`src/rtl/ffba_pkg.sv`:
```
// ============================================================================
// ffba_pkg
// Shared constants and types for the first-fit block allocator.
// ============================================================================
package ffba_pkg;

   // Default table depth and per-block header size.
   localparam int DefMaxBlocks  = 64;
   localparam int DefHeaderBytes = 12;

   // Configuration register indexes.
   localparam logic [1:0] CSR_HEAP_BASE  = 2'd0;
   localparam logic [1:0] CSR_HEAP_BYTES = 2'd1;

   // Reset value of the heap size register.
   localparam logic [31:0] HeapBytesReset = 32'd1048576;

   // Result status codes.
   typedef enum logic [1:0] {
      ST_DONE    = 2'd0,
      ST_NOFIT   = 2'd1,
      ST_IGNORED = 2'd2
   } status_type;

   // Commands from the controller to the datapath.
   typedef enum logic [3:0] {
      OP_NONE,
      OP_LOAD,
      OP_START,
      OP_RD_CUR,
      OP_LATCH_CUR,
      OP_MERGE_CHK,
      OP_SH_RD,
      OP_SH_WR,
      OP_CHECK,
      OP_IN_RD,
      OP_IN_WR,
      OP_RL_RD,
      OP_RL_CHK,
      OP_RESP
   } op_type;

   // Status flags from the datapath to the controller.
   typedef struct packed {
      logic pending;
      logic range_bad;
      logic merge;
      logic sh_more;
      logic fit;
      logic split;
      logic visit_next;
      logic in_more;
      logic rl_hit;
      logic rsp_free;
   } dp_status_type;

endpackage

```
`src/rtl/ffba_ctrl.sv`:
```
// ============================================================================
// ffba_ctrl
// Sequencer for the allocator: walks, merges, shifts, splits and responds.
// ============================================================================
module ffba_ctrl (
   input  logic                   clock,
   input  logic                   reset,
   input  logic                   req_valid,
   input  logic                   req_kind,
   input  ffba_pkg::dp_status_type st,
   output ffba_pkg::op_type       op,
   output logic                   req_stall
);
   import ffba_pkg::*;

   typedef enum logic [12:0] {
      S_IDLE  = 13'b0000000000001,
      S_LOAD  = 13'b0000000000010,
      S_A_RD  = 13'b0000000000100,
      S_A_NX  = 13'b0000000001000,
      S_A_MG  = 13'b0000000010000,
      S_SH_RD = 13'b0000000100000,
      S_SH_WR = 13'b0000001000000,
      S_CHK   = 13'b0000010000000,
      S_IN_RD = 13'b0000100000000,
      S_IN_WR = 13'b0001000000000,
      S_R_RD  = 13'b0010000000000,
      S_R_CK  = 13'b0100000000000,
      S_RESP  = 13'b1000000000000
   } state_type;

   state_type state_ff, state_in;

   // A new word is taken only in idle, once any table reload is done.
   assign req_stall = !((state_ff == S_IDLE) && !st.pending);

   // Next state and command.
   always_comb begin
      state_in = state_ff;
      op       = OP_NONE;
      unique case (state_ff)
         S_IDLE: begin
            if (st.pending) begin
               state_in = S_LOAD;
            end else if (req_valid) begin
               op       = OP_START;
               state_in = req_kind ? S_R_RD : S_A_RD;
            end
         end
         S_LOAD: begin
            op       = OP_LOAD;
            state_in = S_IDLE;
         end
         S_A_RD: begin
            op       = OP_RD_CUR;
            state_in = S_A_NX;
         end
         S_A_NX: begin
            op       = OP_LATCH_CUR;
            state_in = S_A_MG;
         end
         S_A_MG: begin
            op       = OP_MERGE_CHK;
            state_in = st.merge ? S_SH_RD : S_CHK;
         end
         S_SH_RD: begin
            op       = OP_SH_RD;
            state_in = st.sh_more ? S_SH_WR : S_CHK;
         end
         S_SH_WR: begin
            op       = OP_SH_WR;
            state_in = S_SH_RD;
         end
         S_CHK: begin
            op = OP_CHECK;
            priority if (st.fit && st.split) begin
               state_in = S_IN_RD;
            end else if (st.fit) begin
               state_in = S_RESP;
            end else if (st.visit_next) begin
               state_in = S_A_RD;
            end else begin
               state_in = S_RESP;
            end
         end
         S_IN_RD: begin
            op       = OP_IN_RD;
            state_in = st.in_more ? S_IN_WR : S_RESP;
         end
         S_IN_WR: begin
            op       = OP_IN_WR;
            state_in = S_IN_RD;
         end
         S_R_RD: begin
            op       = OP_RL_RD;
            state_in = st.range_bad ? S_RESP : S_R_CK;
         end
         S_R_CK: begin
            op = OP_RL_CHK;
            priority if (st.rl_hit) begin
               state_in = S_RESP;
            end else if (st.visit_next) begin
               state_in = S_R_RD;
            end else begin
               state_in = S_RESP;
            end
         end
         S_RESP: begin
            op = OP_RESP;
            if (st.rsp_free) begin
               state_in = S_IDLE;
            end
         end
         default: begin
            state_in = S_IDLE;
         end
      endcase
   end

   always_ff @(posedge clock) begin
      if (reset) begin
         state_ff <= S_IDLE;
      end else begin
         state_ff <= state_in;
      end
   end

endmodule

```
`src/rtl/ffba_dp.sv`:
```
// ============================================================================
// ffba_dp
// Datapath: block table memory, walk registers, free total and result word.
// ============================================================================
module ffba_dp #(
   parameter int MAX_BLOCKS   = ffba_pkg::DefMaxBlocks,
   parameter int HEADER_BYTES = ffba_pkg::DefHeaderBytes
) (
   input  logic                    clock,
   input  logic                    reset,
   input  ffba_pkg::op_type        op,
   output ffba_pkg::dp_status_type st,
   input  logic                    csr_write_enable,
   input  logic [1:0]              csr_index,
   input  logic [31:0]             csr_write_data,
   input  logic                    req_kind,
   input  logic [31:0]             req_request_bytes,
   input  logic [31:0]             req_release_address,
   output logic                    rsp_valid,
   input  logic                    rsp_stall,
   output logic [1:0]              rsp_status,
   output logic [31:0]             rsp_granted_address,
   output logic [31:0]             rsp_free_total
);
   import ffba_pkg::*;

   localparam int IDX_W  = (MAX_BLOCKS > 1) ? $clog2(MAX_BLOCKS) : 1;
   localparam int CNT_W  = $clog2(MAX_BLOCKS + 1);
   localparam int NEED_W = 33;
   localparam int OFS_W  = 34 + IDX_W;
   localparam int FS_W   = 33 + IDX_W;
   localparam logic [CNT_W-1:0]  CntMax = CNT_W'(MAX_BLOCKS);
   localparam logic [CNT_W-1:0]  CntOne = CNT_W'(1);
   localparam logic [NEED_W-1:0] HdrN   = NEED_W'(HEADER_BYTES);
   localparam logic [OFS_W-1:0]  HdrO   = OFS_W'(HEADER_BYTES);

   // Table memory: bit 32 is the free mark, bits 31:0 the block length.
   logic [32:0] mem [MAX_BLOCKS];
   logic [32:0] rd_data_ff;
   logic [IDX_W-1:0] rd_addr, wr_addr;
   logic [32:0] wr_data;
   logic wr_en;

   logic [31:0] base_ff, base_in, bytes_ff, bytes_in;
   logic pending_ff, pending_in;
   logic [CNT_W-1:0] cnt_ff, cnt_in, i_ff, i_in, j_ff, j_in;
   logic [NEED_W-1:0] need_ff, need_in;
   logic [31:0] addr_ff, addr_in, rem_ff, rem_in;
   logic range_bad_ff, range_bad_in;
   logic [OFS_W-1:0] offset_ff, offset_in;
   logic [FS_W-1:0] free_sum_ff, free_sum_in;
   logic [32:0] cur_ff, cur_in;
   status_type code_ff, code_in;
   logic [31:0] grant_ff, grant_in;
   logic rsp_valid_ff, rsp_valid_in;
   logic [1:0] rsp_status_ff, rsp_status_in;
   logic [31:0] rsp_grant_ff, rsp_grant_in, rsp_free_ff, rsp_free_in;

   logic [31:0] cur_len, rd_len, merge_sat, free_sat;
   logic cur_free, rd_free;
   logic [CNT_W-1:0] i_nx;
   logic [32:0] merge_sum;
   logic [OFS_W-1:0] grant_wide;

   assign cur_len   = cur_ff[31:0];
   assign cur_free  = cur_ff[32];
   assign rd_len    = rd_data_ff[31:0];
   assign rd_free   = rd_data_ff[32];
   assign i_nx      = i_ff + CntOne;
   assign merge_sum = {1'b0, cur_len} + {1'b0, rd_len};
   assign merge_sat = merge_sum[32] ? 32'hFFFF_FFFF : merge_sum[31:0];
   assign free_sat  = (free_sum_ff > FS_W'(32'hFFFF_FFFF)) ? 32'hFFFF_FFFF
                                                          : free_sum_ff[31:0];
   assign grant_wide = OFS_W'(base_ff) + offset_ff + HdrO;

   // Status toward the controller.
   always_comb begin
      st.pending    = pending_ff;
      st.range_bad  = range_bad_ff;
      st.merge      = cur_free && (i_nx < cnt_ff) && rd_free;
      st.sh_more    = (j_ff + CntOne) < cnt_ff;
      st.fit        = cur_free && ({1'b0, cur_len} >= need_ff);
      st.split      = ({2'b0, cur_len} > ({1'b0, need_ff} + {1'b0, HdrN}))
                      && (cnt_ff < CntMax);
      st.visit_next = i_nx < cnt_ff;
      st.in_more    = j_ff > i_nx;
      st.rl_hit     = (offset_ff + HdrO) == OFS_W'(addr_ff);
      st.rsp_free   = !rsp_valid_ff || !rsp_stall;
   end

   // Memory read address.
   always_comb begin
      unique case (op)
         OP_LATCH_CUR: rd_addr = i_nx[IDX_W-1:0];
         OP_SH_RD:     rd_addr = IDX_W'(j_ff + CntOne);
         OP_IN_RD:     rd_addr = IDX_W'(j_ff - CntOne);
         default:      rd_addr = i_ff[IDX_W-1:0];
      endcase
   end

   // Memory write port.
   always_comb begin
      wr_en   = 1'b0;
      wr_addr = i_ff[IDX_W-1:0];
      wr_data = rd_data_ff;
      unique case (op)
         OP_LOAD: begin
            wr_en   = 1'b1;
            wr_addr = '0;
            wr_data = {1'b1, bytes_ff};
         end
         OP_MERGE_CHK: begin
            wr_en   = st.merge;
            wr_data = {1'b1, merge_sat};
         end
         OP_SH_WR, OP_IN_WR: begin
            wr_en   = 1'b1;
            wr_addr = j_ff[IDX_W-1:0];
         end
         OP_CHECK: begin
            wr_en   = st.fit;
            wr_data = {1'b0, st.split ? need_ff[31:0] : cur_len};
         end
         OP_IN_RD: begin
            wr_en   = !st.in_more;
            wr_addr = i_nx[IDX_W-1:0];
            wr_data = {1'b1, rem_ff};
         end
         OP_RL_CHK: begin
            wr_en   = st.rl_hit;
            wr_data = {1'b1, rd_len};
         end
         default: begin
            wr_en = 1'b0;
         end
      endcase
   end

   always_ff @(posedge clock) begin
      if (wr_en) begin
         mem[wr_addr] <= wr_data;
      end
      rd_data_ff <= mem[rd_addr];
   end

   // Next values of the walk and result registers.
   always_comb begin
      base_in      = base_ff;
      bytes_in     = bytes_ff;
      pending_in   = pending_ff;
      cnt_in       = cnt_ff;
      i_in         = i_ff;
      j_in         = j_ff;
      need_in      = need_ff;
      addr_in      = addr_ff;
      rem_in       = rem_ff;
      range_bad_in = range_bad_ff;
      offset_in    = offset_ff;
      free_sum_in  = free_sum_ff;
      cur_in       = cur_ff;
      code_in      = code_ff;
      grant_in     = grant_ff;

      // Configuration writes; a new heap size schedules a table reload.
      if (csr_write_enable) begin
         if (csr_index == CSR_HEAP_BASE) begin
            base_in = csr_write_data;
         end else if (csr_index == CSR_HEAP_BYTES) begin
            bytes_in   = csr_write_data;
            pending_in = 1'b1;
         end
      end

      unique case (op)
         OP_LOAD: begin
            pending_in  = 1'b0;
            cnt_in      = CntOne;
            free_sum_in = FS_W'(bytes_ff);
         end
         OP_START: begin
            need_in      = {1'b0, req_request_bytes} + HdrN;
            addr_in      = req_release_address;
            i_in         = '0;
            offset_in    = req_kind ? OFS_W'(base_ff) : '0;
            range_bad_in = (req_release_address < base_ff) ||
                           ({1'b0, req_release_address} >
                            ({1'b0, base_ff} + {1'b0, bytes_ff}));
            code_in      = req_kind ? ST_IGNORED : ST_NOFIT;
            grant_in     = '0;
         end
         OP_LATCH_CUR: begin
            cur_in = rd_data_ff;
         end
         OP_MERGE_CHK: begin
            if (st.merge) begin
               cur_in      = {1'b1, merge_sat};
               free_sum_in = free_sum_ff - FS_W'(merge_sum) + FS_W'(merge_sat);
               j_in        = i_nx;
            end
         end
         OP_SH_RD: begin
            if (!st.sh_more) begin
               cnt_in = cnt_ff - CntOne;
            end
         end
         OP_SH_WR: begin
            j_in = j_ff + CntOne;
         end
         OP_CHECK: begin
            if (st.fit) begin
               free_sum_in = free_sum_ff -
                             FS_W'(st.split ? need_ff[31:0] : cur_len);
               rem_in      = cur_len - need_ff[31:0];
               j_in        = cnt_ff;
               code_in     = ST_DONE;
               grant_in    = grant_wide[31:0];
            end else begin
               offset_in = offset_ff + OFS_W'(cur_len);
               i_in      = i_nx;
            end
         end
         OP_IN_RD: begin
            if (!st.in_more) begin
               cnt_in = cnt_ff + CntOne;
            end
         end
         OP_IN_WR: begin
            j_in = j_ff - CntOne;
         end
         OP_RL_CHK: begin
            if (st.rl_hit) begin
               code_in = ST_DONE;
               if (!rd_free) begin
                  free_sum_in = free_sum_ff + FS_W'(rd_len);
               end
            end else begin
               offset_in = offset_ff + OFS_W'(rd_len);
               i_in      = i_nx;
            end
         end
         default: begin
            cnt_in = cnt_ff;
         end
      endcase
   end

   // Output register: holds one finished word while the next item runs.
   always_comb begin
      rsp_valid_in  = rsp_valid_ff;
      rsp_status_in = rsp_status_ff;
      rsp_grant_in  = rsp_grant_ff;
      rsp_free_in   = rsp_free_ff;
      if (op == OP_RESP && st.rsp_free) begin
         rsp_valid_in  = 1'b1;
         rsp_status_in = code_ff;
         rsp_grant_in  = grant_ff;
         rsp_free_in   = free_sat;
      end else if (!rsp_stall) begin
         rsp_valid_in = 1'b0;
      end
   end

   always_ff @(posedge clock) begin
      if (reset) begin
         base_ff      <= '0;
         bytes_ff     <= HeapBytesReset;
         pending_ff   <= 1'b1;
         cnt_ff       <= CntOne;
         rsp_valid_ff <= 1'b0;
      end else begin
         base_ff      <= base_in;
         bytes_ff     <= bytes_in;
         pending_ff   <= pending_in;
         cnt_ff       <= cnt_in;
         rsp_valid_ff <= rsp_valid_in;
      end
   end

   always_ff @(posedge clock) begin
      i_ff          <= i_in;
      j_ff          <= j_in;
      need_ff       <= need_in;
      addr_ff       <= addr_in;
      rem_ff        <= rem_in;
      range_bad_ff  <= range_bad_in;
      offset_ff     <= offset_in;
      free_sum_ff   <= free_sum_in;
      cur_ff        <= cur_in;
      code_ff       <= code_in;
      grant_ff      <= grant_in;
      rsp_status_ff <= rsp_status_in;
      rsp_grant_ff  <= rsp_grant_in;
      rsp_free_ff   <= rsp_free_in;
   end

   assign rsp_valid           = rsp_valid_ff;
   assign rsp_status          = rsp_status_ff;
   assign rsp_granted_address = rsp_grant_ff;
   assign rsp_free_total      = rsp_free_ff;

   // The block count always stays between one and the table depth.
   a_cnt_range: assert property (@(posedge clock) disable iff (reset)
      (cnt_ff != '0) && (cnt_ff <= CntMax))
      else $error("block count out of range");

   // A reload leaves exactly one block in the table.
   a_load_one: assert property (@(posedge clock) disable iff (reset)
      (op == OP_LOAD) |=> (cnt_ff == CntOne))
      else $error("reload did not leave one block");

   // A split entry is only inserted while the table has room.
   a_insert_room: assert property (@(posedge clock) disable iff (reset)
      (op == OP_IN_RD && !st.in_more) |-> (cnt_ff < CntMax))
      else $error("split inserted into a full table");

   // A word without success never carries an address.
   a_grant_zero: assert property (@(posedge clock) disable iff (reset)
      (rsp_valid_ff && rsp_status_ff != ST_DONE) |-> (rsp_grant_ff == '0))
      else $error("failed item reports an address");

endmodule

```
`src/rtl/first_fit_block_allocator_unit.sv`:
```
// First-fit heap block allocator. Each request word is handled alone. An
// allocate takes the word, visits table entries in order (read, latch,
// merge check, fit check for each) and then posts the result. When a visit
// merges two free entries, the entries behind them move down, each with a
// read and a write, and a last step ends the move. When a split inserts an
// entry, the entries behind it move up, each with a read and a write, and a
// last step writes the new entry. A release takes the word, reads and
// checks every entry visited and posts the result. An address out of range
// goes to the result in place of the walk. All of this is paced by the
// table memory, which gives one read and one write per cycle. After reset
// and after every write of the heap size register, the request side stalls
// while the table is reloaded. A finished result waits in an output
// register, so the next request can already be worked on while it is
// held. Posting a result waits as long as an earlier result is still held.
// ============================================================================
// first_fit_block_allocator_unit
// Top level: allocate and release requests against a first-fit block table.
// ============================================================================
module first_fit_block_allocator_unit #(
   parameter int MAX_BLOCKS   = ffba_pkg::DefMaxBlocks,
   parameter int HEADER_BYTES = ffba_pkg::DefHeaderBytes
) (
   input  logic        clock,
   input  logic        reset,
   input  logic        csr_write_enable,
   input  logic [1:0]  csr_index,
   input  logic [31:0] csr_write_data,
   input  logic        req_valid,
   output logic        req_stall,
   input  logic        req_kind,
   input  logic [31:0] req_request_bytes,
   input  logic [31:0] req_release_address,
   output logic        rsp_valid,
   input  logic        rsp_stall,
   output logic [1:0]  rsp_status,
   output logic [31:0] rsp_granted_address,
   output logic [31:0] rsp_free_total
);
   import ffba_pkg::*;

   op_type        op;
   dp_status_type st;

   // Sequencer.
   ffba_ctrl u_ctrl (
      .clock     (clock),
      .reset     (reset),
      .req_valid (req_valid),
      .req_kind  (req_kind),
      .st        (st),
      .op        (op),
      .req_stall (req_stall)
   );

   // Table and arithmetic.
   ffba_dp #(
      .MAX_BLOCKS   (MAX_BLOCKS),
      .HEADER_BYTES (HEADER_BYTES)
   ) u_dp (
      .clock               (clock),
      .reset               (reset),
      .op                  (op),
      .st                  (st),
      .csr_write_enable    (csr_write_enable),
      .csr_index           (csr_index),
      .csr_write_data      (csr_write_data),
      .req_kind            (req_kind),
      .req_request_bytes   (req_request_bytes),
      .req_release_address (req_release_address),
      .rsp_valid           (rsp_valid),
      .rsp_stall           (rsp_stall),
      .rsp_status          (rsp_status),
      .rsp_granted_address (rsp_granted_address),
      .rsp_free_total      (rsp_free_total)
   );

endmodule
```
`config.mk`:
```
export PLATFORM = sky130hd
export DESIGN_NAME = first_fit_block_allocator_unit
export DESIGN_NICKNAME = d
export VERILOG_FILES = /design/src/rtl/ffba_pkg.sv /design/src/rtl/ffba_ctrl.sv /design/src/rtl/ffba_dp.sv /design/src/rtl/first_fit_block_allocator_unit.sv
export SDC_FILE = /design/constraint.sdc
export NUM_CORES = 2
export LEC_CHECK = 0
export ABC_CLOCK_PERIOD_IN_PS = 17100
export BUFFER_PORTS_ARGS = -buffer_cell sky130_fd_sc_hd__buf_2
export CORE_MARGIN = 5
export CORE_UTILIZATION = 35
export CTS_CLUSTER_DIAMETER = 150
export DETAILED_ROUTE_END_ITERATION = 7
export PLACE_DENSITY = 0.51
export SYNTH_ARGS = -nofsm -noshare
export SYNTH_HDL_FRONTEND = slang
export SYNTH_SLANG_ARGS = --single-unit
export TNS_END_PERCENT = 10
```
`constraint.sdc`:
```
create_clock -name clock -period 17.1 [get_ports clock]
set_input_delay 0.855 -clock clock [delete_from_list [all_inputs] [get_ports clock]]
set_output_delay 0.855 -clock clock [all_outputs]
set_load 0.005 [all_outputs]
```
# --- Yosys cells after proc, flatten, opt, wreduce, memory -nomap -nowiden ---
# Memory sizes are Yosys's and may differ from the RTL's. A register that Yosys moved wholly into a read port is not among the register bits.
# Cells that the tools add are included.
word_totals:
  regBits: 410
  memories: 1
  mem_bits_rw: 2112
memory_table:
  columns: ["name", "words", "width", "rd", "rd_ports_with_merged_regs", "write_ports", "line_no", "text"]
  rows:
  - ["u_dp.mem", 64, 33, 1, 1, 1, "ffba_dp.sv:38", "logic [32:0] mem [MAX_BLOCKS];"]
classes:
  n_bitwise: 1
  mux: 58
  eq_ne: 38
  reduce_logical: 37
  n_addsub: 19
  order_cmp: 9
op_table:
  columns: ["op", "n"]
  rows:
  - ["$pmux W33 S5", 1]
  - ["$mux W32", 5]
  - ["$mux W39", 4]
  - ["$pmux W13 S12", 1]
  - ["$pmux W39 S4", 1]
  - ["$mux W13", 10]
  - ["$pmux W40 S3", 1]
  - ["$add A40 B32 Y40", 2]
  - ["$mux W40", 2]
  - ["$add A39 B32 Y39", 2]
  - ["$add A32 B32 Y33", 2]
  - ["$pmux W33 S2", 1]
  - ["$pmux W32 S2", 1]
  - ["$pmux W4 S13", 1]
  - ["$mux W7", 6]
  - ["$pmux W7 S3", 2]
  - ["$add A40 B4 Y40 const B", 1]
  - ["$eq A40 B32 Y1", 1]
  - ["$gt A39 B32 Y1 const B", 1]
  - ["$sub A39 B33 Y39", 1]
  - ["$sub A39 B39 Y39", 1]
  - ["$pmux W6 S3", 2]
  - ["$add A33 B4 Y34 const B", 1]
  - ["$gt A32 B34 Y1", 1]
  - ["55 further kinds", 111]

# --- Longest topological paths before layout ---
logic_depth:
  word_depth: 8
  depth_mapped: 39
  depth_no_buf: 35

# --- Modules after synthesis ---
# From an unflattened synthesis, not the netlist that was laid out.
unflattened:
  cells_unflattened: 7936
  area_unflattened_um2: 118555.0
by_module_without_submodules:
  columns: ["mod", "seq_area_each_um2", "cells_per_inst", "n_inst", "area_per_inst_um2"]
  rows:
  - ["ffba_dp", 75272.2, 7819, 1, 117477.7]
  - ["ffba_ctrl", 260.2, 117, 1, 1077.3]

# --- Least setup slack after synthesis ---
# OpenSTA, ideal clock, no wires.
synth_timing:
  path_type: "flip-flop to flip-flop"
  startpoint: "reg u_dp.need_ff[2]"
  endpoint: "reg u_dp.free_sum_ff[38] (data pin)"
  synth_period_minus_slack_ns: 7.753
  t_required_ns: 16.829
  stages_incl_launch_ff: 39
  setup_slack_ns: 9.347
  t_arrival_ns: 7.482
  setup_time_ns: 0.271
  path_cell_list: "edfxtp_1 -> inv_1 -> ha_1 -> or3_1 -> clkbuf_1 -> nor3_1 -> nand4_1 -> xnor2_1 -> ha_1 -> o21ai_0 -> o21ai_1 -> a2111oi_1 -> o21ai_0 -> o311ai_4 -> buf_6 -> buf_2 -> buf_2 -> nor2_1 -> [3 not listed] -> o31a_1 -> nand2b_1 -> nand2b_1 -> xnor2_1 -> mux2_2 -> a21oi_1 -> ha_1 -> nand2_1 -> a32oi_1 -> o31ai_1 -> a21o_1 -> o31a_1 -> o211ai_1 -> a41oi_1 -> o21ai_1 -> a31oi_1 -> xnor2_1 -> o22ai_1"
synth_between:
  elab_chain_len: 7
synth_rtl:
  columns: ["element", "line_no", "text"]
  rows:
  - ["start, declared", "ffba_dp.sv:47", "logic [NEED_W-1:0] need_ff, need_in;"]
  - ["start signal, assigned", "ffba_dp.sv:282", "need_ff <= need_in;"]
  - ["$add A33 B4 Y34", "ffba_dp.sv:83", "st.split = ({2'b0, cur_len} > ({1'b0, need_ff} + {1'b0, HdrN}))"]
  - ["$gt A32 B34 Y1", "ffba_dp.sv:83", null]
  - ["$logic_and A1 B1 Y1", "ffba_dp.sv:84", "&& (cnt_ff < CntMax);"]
  - ["$mux W32 *", "ffba_dp.sv:212", "FS_W'(st.split ? need_ff[31:0] : cur_len);"]
  - ["$sub A39 B39 Y39 *", "ffba_dp.sv:211", "free_sum_in = free_sum_ff -"]
  - ["$mux W39 *", "ffba_dp.sv:210", "if (st.fit) begin"]
  - ["$pmux W39 S4 *", "ffba_dp.sv:174", "unique case (op)"]
  - ["named net u_dp.free_sum_in[38]", "ffba_dp.sv:51", "logic [FS_W-1:0] free_sum_ff, free_sum_in;"]
  - ["end signal, assigned", "ffba_dp.sv:287", "free_sum_ff <= free_sum_in;"]
  - ["end, declared", "ffba_dp.sv:51", null]
# Mark *: on every way through the listed nets, which the timed path passes. The rest lies on a longest branch. The select of a mux whose other input is x is not followed.
# A chain may end at the register's enable or synchronous reset.

# --- Final worst setup path ---
# Ends and elaborated chain as after synthesis.

==> out/metrics.csv <==
stage;metric;value;unit
run_status;outcome;complete, no violations;
final_layout;final net count;11215;
placed_design;# port buffers;171;
worst_setup_path;Worst path max stage delay;680;ps
sta;Final Skew;73.3;ps
detailed_routing;Iter 0 DRT Violations;8693;
worst_setup_path;Setup CP Type;flip-flop to flip-flop;
sta;Final min period;9820;ps
worst_setup_path;Critical Path AT;10430;ps
grt;total track usage;22.1;%
power_and_ir_drop;leakage;48.5;nW
cts;Worst-path clk slew;60;ps
floorplan;die height;599;um
sta;RSZ-0062 raised after global routing;no;
worst_setup_path;CP Capture Type;flip-flop;
synthesis;average size of a mapped cell;11.4;sq um
synthesis;Post-Synthesis Net Count;11144;
grt;initial antenna violation count;29;
sta;Final WS setup;7280;ps
cts;Clock Sinks;2555;
sta;final hold vios;0;
sta;final setup fails;0;
grt;vias in the first global route;82753;
worst_setup_path;Startpoint Class;flip-flop;
cts;Worst-Skew Late Latency;920;ps
synthesis;asr flop ratio synth;0;%
sta;Slew HR;25.1;%
final_layout;footprint of the multi-input gates;43000;sq um
placed_design;Post-Place Setup Slack;7290;ps
detailed_routing;Final ANT Viol Nets;0;
cts;root buf cell;clkbuf_16;
final_layout;post-layout instance area;137000;sq um
cts;cts hold-fix bufs;0;
worst_setup_path;CP required;17710;ps
sta;slew at the pin with the worst max-slew slack;1120;ps
final_layout;Filler Cells Inserted;32767;
floorplan;die footprint;358000;sq um
sta;Setup TNS;0;ps
cts;postcts setup bufs;0;
synthesis;Mapped Cells;10599;
grt;largest net degree at the start of global routing;167;
floorplan;row count;216;
final_layout;register area;75500;sq um
synthesis;cell area after synthesis;121000;sq um
cts;TritonCTS clock tree;built;
final_layout;fraction of layout cells with a size suffix above 1;8.91;%
sta;Peak Freq;0.102;GHz
placed_design;final RePlAce weighted congestion;0.904;
power_and_ir_drop;Max IR drop VDD;0.0755;mV
sta;Hold Worst Slack;181;ps
power_and_ir_drop;pwr/cell area;104;nW/um^2
power_and_ir_drop;Switching Fraction;23.6;%
grt;first-pass GRT wire length;589000;um
sta;Final period util;57.4;%
final_layout;area grow syn2layout;12.8;%
detailed_routing;drt wl/cell;26.5;um
power_and_ir_drop;Power Internal;0.0108;W
worst_setup_path;CP max stage cell;nor2_1;
placed_design;DP Area;128000;sq um
detailed_routing;Vias/cell;5.60;
floorplan;Die X;599;um
worst_setup_path;Critical Path Fanout Max;51;
power_and_ir_drop;Switch Pwr;0.00334;W
synthesis;Netlist cell types;106;
cts;Clock Tree Buf Depth;4;
floorplan;core box area;346000;sq um
detailed_routing;First-pass DRT Iterations;6;
placed_design;hpwl dp;253000;um
synthesis;Ys Warns;0;
final_layout;Final Util;39.6;%
grt;gr ovfl total;0;
detailed_routing;post-detailed-routing wire length;411000;um
synthesis;sequential fraction of the synthesis area;62.3;%
sta;max-slew violations;0;
power_and_ir_drop;Clock power frac;42.9;%
cts;Resized cells post-CTS;0;
floorplan;I/O pins;172;
worst_hold_path;worst hold path type;input port to flip-flop;
synthesis;EDFF count, synth;2436;
power_and_ir_drop;Comb power frac;7.1;%
synthesis;Main synth FF type;edfxtp_1;
power_and_ir_drop;Seq pwr share;50.0;%
detailed_routing;post-route DRC violation count;0;
cts;CTS Buf Count;285;
synthesis;#FFs+latches synth;2555;
detailed_routing;via count;86875;
cts;H-tree levels;5;
floorplan;Initial Util;35.1;%
run;Max Cap Viol;0;
-- worst max-delay path: cells and delay by family, from the launching register on --
kind	cells	cell delay, ps
AND/OR/NAND/NOR	5	1990
AO/OA/AOI/OAI	17	4530
XOR/XNOR	3	480
buffers and inverters	3	1240
adder cells (fa/ha/maj)	3	780
flip-flops	1	450
-- kinds of logic (layout without fill, tap and decap cells) --
| family | Yosys count | count (layout) | synth area share, % |
|---|---|---|---|
| compound gates | 1902 | 1902 | 10.9 |
| xor+xnor | 372 | 372 | 2.69 |
| fa+ha+maj | 441 | 441 | 4.60 |
| buf+inv | 801 | 1097 | 2.73 |
| flops | 2555 | 2555 | 62.3 |
| mux | 22 | 22 | 0.188 |
| other cells | 0 | 27 | 0 |
| simple gates | 4506 | 4506 | 16.6 |
-- sequential cells by signal, indices dropped and copies added (netlist names), 13 cells and up --
name,count
u_dp.addr_ff,32
u_dp.grant_ff,32
u_dp.rsp_granted_address,32
u_dp.rsp_free_total,32
u_dp.offset_ff,40
u_dp.rem_ff,32
u_dp.cur_ff,33
u_dp.bytes_ff,32
u_dp.mem,2112
u_dp.free_sum_ff,39
u_ctrl.state_ff,13
u_dp.base_ff,32
u_dp.rd_data_ff,33
u_dp.need_ff,33
-- stage by stage --
stage	total power (W)	cells
2_1_floorplan	0.00778	10599
3_3_place_gp	0.00821	14960
3_5_place_dp	0.00823	14960
4_1_cts	0.0143	15472
5_1_grt	0.0147	15476
6_report	0.0142	15500
-- synthesized netlist by cell type, types with 35 or more instances --
library cell / number / area share, %
buf_1: 39 / 0.12
o211ai_1: 41 / 0.25
o21ai_0: 189 / 0.78
dfxtp_1: 119 / 2.0
clkbuf_1: 405 / 1.3
a211oi_1: 93 / 0.58
nor2_1: 321 / 0.99
o21bai_1: 35 / 0.22
buf_2: 155 / 0.64
xor2_1: 137 / 0.99
o21a_1: 43 / 0.27
inv_1: 174 / 0.54
a31oi_1: 212 / 1.1
nand2_1: 2634 / 8.2
a311oi_1: 400 / 2.9
o21ai_1: 41 / 0.17
a21oi_1: 434 / 1.8
edfxtp_1: 2436 / 60
xnor2_1: 235 / 1.7
nand4_1: 82 / 0.42
a211o_1: 40 / 0.29
a21o_1: 157 / 0.97
nor3_1: 143 / 0.59
ha_1: 433 / 4.5
nand3_1: 649 / 2.7
and3_1: 311 / 1.6
nand2b_1: 128 / 0.66
-- final cells by class --
type | count | area share (%)
inverters | 182 | 0.500
multi-input cells | 7243 | 31.4
diodes | 27 | 0.0494
clock buffers | 383 | 5.64
clock inverters | 129 | 0.996
repair buffers | 403 | 1.94
flip-flops and latches | 2555 | 55.2
well taps | 4578 | 4.19
-- power groups by stage --
stage / Clock [W] / Combinational (W) / Sequential [W]
after CTS: 0.00623 / 0.00101 / 0.00709
after global routing: 0.00648 / 0.00109 / 0.00709
after floorplan: 0 / 0.000575 / 0.00721
after global placement: 0 / 0.000986 / 0.00722
after detailed placement: 0 / 0.00100 / 0.00722
final: 0.00608 / 0.00101 / 0.00709
-- path summary, 6_finish.rpt --
path | start | to | slack, ps | cells after the start
worst max register to register | u_dp.need_ff[2]$_DFFE_PP_ | u_dp.free_sum_ff[38]$_DFFE_PP_ | 7280 | 31
worst min-delay path | req_request_bytes[0] | u_dp.need_ff[0]$_DFFE_PP_ | 180 | 1
worst min register to register | u_dp.grant_ff[2]$_SDFFCE_PN0P_ | u_dp.rsp_granted_address[2]$_DFFE_PP_ | 420 | 0
worst max-delay path | u_dp.need_ff[2]$_DFFE_PP_ | u_dp.free_sum_ff[38]$_DFFE_PP_ | 7280 | 31
-- routing by layer --
metal  vias to the layer above  wire length [um]  track usage (%)
met5                         -                 0                0
met4                         0             16700             8.35
met3                       595             25200             2.76
met2                      2941            191000             35.9
met1                     43806            177000             30.3
li1                      39533                 -                -
-- layout by cell type (no fill, tap or decap), types with 93 or more instances in the layout --
cell type,count
ha_1,433
xnor2_1,235
nand2_1,2634
edfxtp_1,2436
xor2_1,137
clkbuf_16,288
a211oi_1,93
a21oi_1,432
buf_4,226
nand3_1,649
dfxtp_1,119
a21o_1,157
a311oi_1,400
nor2_1,317
buf_2,171
and3_1,311
nand2b_1,126
o21ai_0,187
inv_1,174
a31oi_1,207
Power figures use the tool's default switching activity.
